`src/rtl/wspc_ram.sv`:
```
module wspc_ram #(
  parameter int WIDTH = 8,
  parameter int DEPTH = 16
) (
  input  logic                     clk,
  input  logic                     we,
  input  logic [$clog2(DEPTH)-1:0] waddr,
  input  logic [WIDTH-1:0]         wdata,
  input  logic [$clog2(DEPTH)-1:0] raddr,
  output logic [WIDTH-1:0]         rdata
);

  logic [WIDTH-1:0] mem [DEPTH];

  always_ff @(posedge clk) begin
    if (we) mem[waddr] <= wdata;
    rdata <= mem[raddr];
  end

endmodule

```
`config.mk`:
```
export PLATFORM = sky130hd
export DESIGN_NAME = wspc_ram
export DESIGN_NICKNAME = d
export VERILOG_FILES = /design/src/rtl/wspc_ram.sv
export SDC_FILE = /design/constraint.sdc
export NUM_CORES = 1
export LEC_CHECK = 0
export BUFFER_PORTS_ARGS = -buffer_cell sky130_fd_sc_hd__buf_2
export CAP_MARGIN = 20
export CORE_MARGIN = 2
export CORE_UTILIZATION = 40
export DETAILED_ROUTE_END_ITERATION = 6
export GPL_ROUTABILITY_DRIVEN = 0
export PLACE_DENSITY = 0.54
export SYNTH_ARGS = -nofsm -noshare
export SYNTH_HDL_FRONTEND = slang
export SYNTH_SLANG_ARGS = --single-unit
```
`constraint.sdc`:
```
create_clock -name clk -period 2.3 [get_ports clk]
set_clock_uncertainty 0.05 [all_clocks]
set_input_delay 0.23 -clock clk [delete_from_list [all_inputs] [get_ports clk]]
set_output_delay 0.23 -clock clk [all_outputs]
set_load 0.03 [all_outputs]
```
==> flow_summary.json <==
{
  "status": "finished clean",
  "grt_use_total_pct": 16.2,
  "irDropWorstVdd_mv": 0.544,
  "syn_to_final_growth_pct": 20.6,
  "max_stage_delay_ns": 0.58,
  "relSlewSlack_pct": 70.4,
  "fp.dieArea_um2": 13800,
  "worst_hold_slack_ns": 0.153,
  "route.detailed.drc": 0,
  "avgViaCountPerCell": 5.16,
  "initial_core_util_pct": 41.0,
  "fill_cells": 1036,
  "powerDensity_nw_per_um2": 943,
  "tns_ns": 0,
  "cts_sinks": 136,
  "post_synth_num_cell_types": 19,
  "syn_nets": 247,
  "numCtsBuffers": 17,
  "cp.required_ns": 2.54,
  "synth-edff-count": 128,
  "core_um2": 12600,
  "synth-seq-area-share_pct": 77.8,
  "regArea_um2": 4000,
  "cp-start-kind": "input port",
  "antenna_found_initial": 0,
  "vias": 2421,
  "antenna_left": 0,
  "path_cells": "buf_2 > buf_12 > mux4_1 > a22oi_1 > nand2_1",
  "wl_per_cell_um": 21.4,
  "drt-pass1-iter-count": 5,
  "hold_buffers": 0,
  "worst_slew_pin_slew_ns": 0.443,
  "cp.arrival_ns": 1.70,
  "synth_top_area_cell": "edfxtp_1",
  "io_buffers": 25,
  "synth_seq_cells": 136,
  "drt_iter0_drc": 184,
  "post_cts_buffers": 0,
  "critPathTopFamily": "multiplexers",
  "crit_fanout": 14,
  "grt_pass1_wl_mm": 15.8,
  "synth_ff_type": "edfxtp_1",
  "synth_cells": 229,
  "synth_common_cells": "edfxtp_1, mux4_2, a22oi_1, mux4_1, nor2_1",
  "cp_num_buf_inv": 2,
  "drv_slew": 0,
  "min_path_type": "input port to register",
  "cpMaxStageDelayCell": "mux4_1",
  "drt_wl_total_mm": 10.0,
  "cts-root-buf": "clkbuf_16",
  "cap_violations": 0,
  "finalSetupViolCount": 0,
  "yosys.area.top_type_share_pct": 74.7,
  "rsz0062_at_grt": "false",
  "drive_gt1_share_pct": 32.0,
  "fmax_mhz": 686,
  "diodes": 0,
  "netlist_area_um2": 5150,
  "period_needed_ns": 1.46,
  "htreeDepth": 4,
  "grt-ovfl-total": 0,
  "clock_latency_ns": 0.41,
  "ys_async_sr_fraction_pct": 0,
  "ys_top_cells_by_area": "edfxtp_1, mux4_2, mux4_1",
  "die-height_um": 117,
  "end_kind": "register",
  "synth_most_common_cell": "edfxtp_1",
  "cts_resized": 0,
  "grt_max_degree": 33,
  "cts_buffer_depth": 2,
  "die_w_um": 117,
  "period_share_pct": 63.4,
  "std_cell_rows": 41,
  "ios": 26,
  "synth_warnings": 0,
  "grt_pass1_vias": 2580,
  "leakagePower_nw": 2.12,
  "multi_input_area_um2": 1060,
  "hold_viol": 0,
  "r2r_slack_ns": 0.88,
  "dp_hpwl_mm": 6.24,
  "syn_area_per_cell_um2": 22.5,
  "clk_pin_slew_ns": 0.06,
  "critical_path_class": "input port to register",
  "cts_tree": "built",
  "final_nets": 302
}
-- worst paths after layout --
kind             start         to  cells after the start
max           raddr[0]   rdata[2]                      5
min           wdata[7]  mem[7][7]                      1
max reg2reg  mem[1][2]   rdata[2]                      3
min reg2reg  mem[4][3]   rdata[3]                      3
-- report_power, final --
part           total, W  switching [W]  internal (W)
Sequential      0.00279      0.0000162       0.00277
Clock           0.00277       0.000971       0.00180
Combinational  0.000293       0.000177      0.000116
Total           0.00585        0.00116       0.00469
-- cells in the final DEF (no fill, tap or decap), drive strengths merged --
| master | n |
|---|---|
| mux4 | 32 |
| edfxtp | 128 |
| clkinv | 8 |
| clkbuf | 18 |
| nand3b | 2 |
| nand2 | 9 |
| nor2b | 1 |
| a22oi | 16 |
| nor2 | 13 |
| bufinv | 4 |
| and2 | 1 |
| and2b | 1 |
| nand2b | 2 |
| clkinvlp | 2 |
| nor3 | 4 |
| dfxtp | 8 |
| buf | 46 |
| nand3 | 1 |
| or3b | 1 |
-- per-layer routing --
layer / global-route usage, % / routed length, um
met1: 22.5 / 4640
met2: 23.9 / 4750
met3: 5.59 / 538
met4: 5.65 / 118
met5: 0 / 0
-- worst reg2reg max path: cells and delay by family, from the launching register on --
| kind | cells | cell delay, ns |
|---|---|---|
| flip-flops | 1 | 0.36 |
| multiplexers | 1 | 0.53 |
| AND/OR/NAND/NOR | 1 | 0.11 |
| AO/OA/AOI/OAI | 1 | 0.25 |
-- stage by stage --
stage	power [W]	setup slack (ns)	instances	cell area, um2	util, %
2_1_floorplan	0.00301	0.527	229	5150	-
3_3_place_gp	0.00313	0.366	437	5600	44.5
3_5_place_dp	0.00314	0.390	437	5600	44.5
4_1_cts	0.00592	0.837	469	6210	49.4
5_1_grt	0.00606	0.753	469	6210	49.4
6_report	0.00585	0.841	469	6210	49.4
-- final cells by class --
type	count	share of cell area [%]
flip-flops and latches	136	64.5
multi-input cells	83	17.0
clock buffers	18	6.91
repair buffers	46	5.16
well taps	172	3.47
clock inverters	14	2.92
-- registers in the layout, summed over array words and instances, names as in the netlist --
name and count:
rdata 8, mem 128
-- kinds of logic (layout without fill, tap and decap cells) --
logic type	after synthesis	count (layout)	share of synthesized area [%]
and+or+nand+nor	35	35	3.18
DFF	136	136	77.8
AOI/OAI and AO/OA	16	16	2.33
buffers and inverters	10	78	1.68
muxes	32	32	15.0
(Power assumes the default switching activity.)
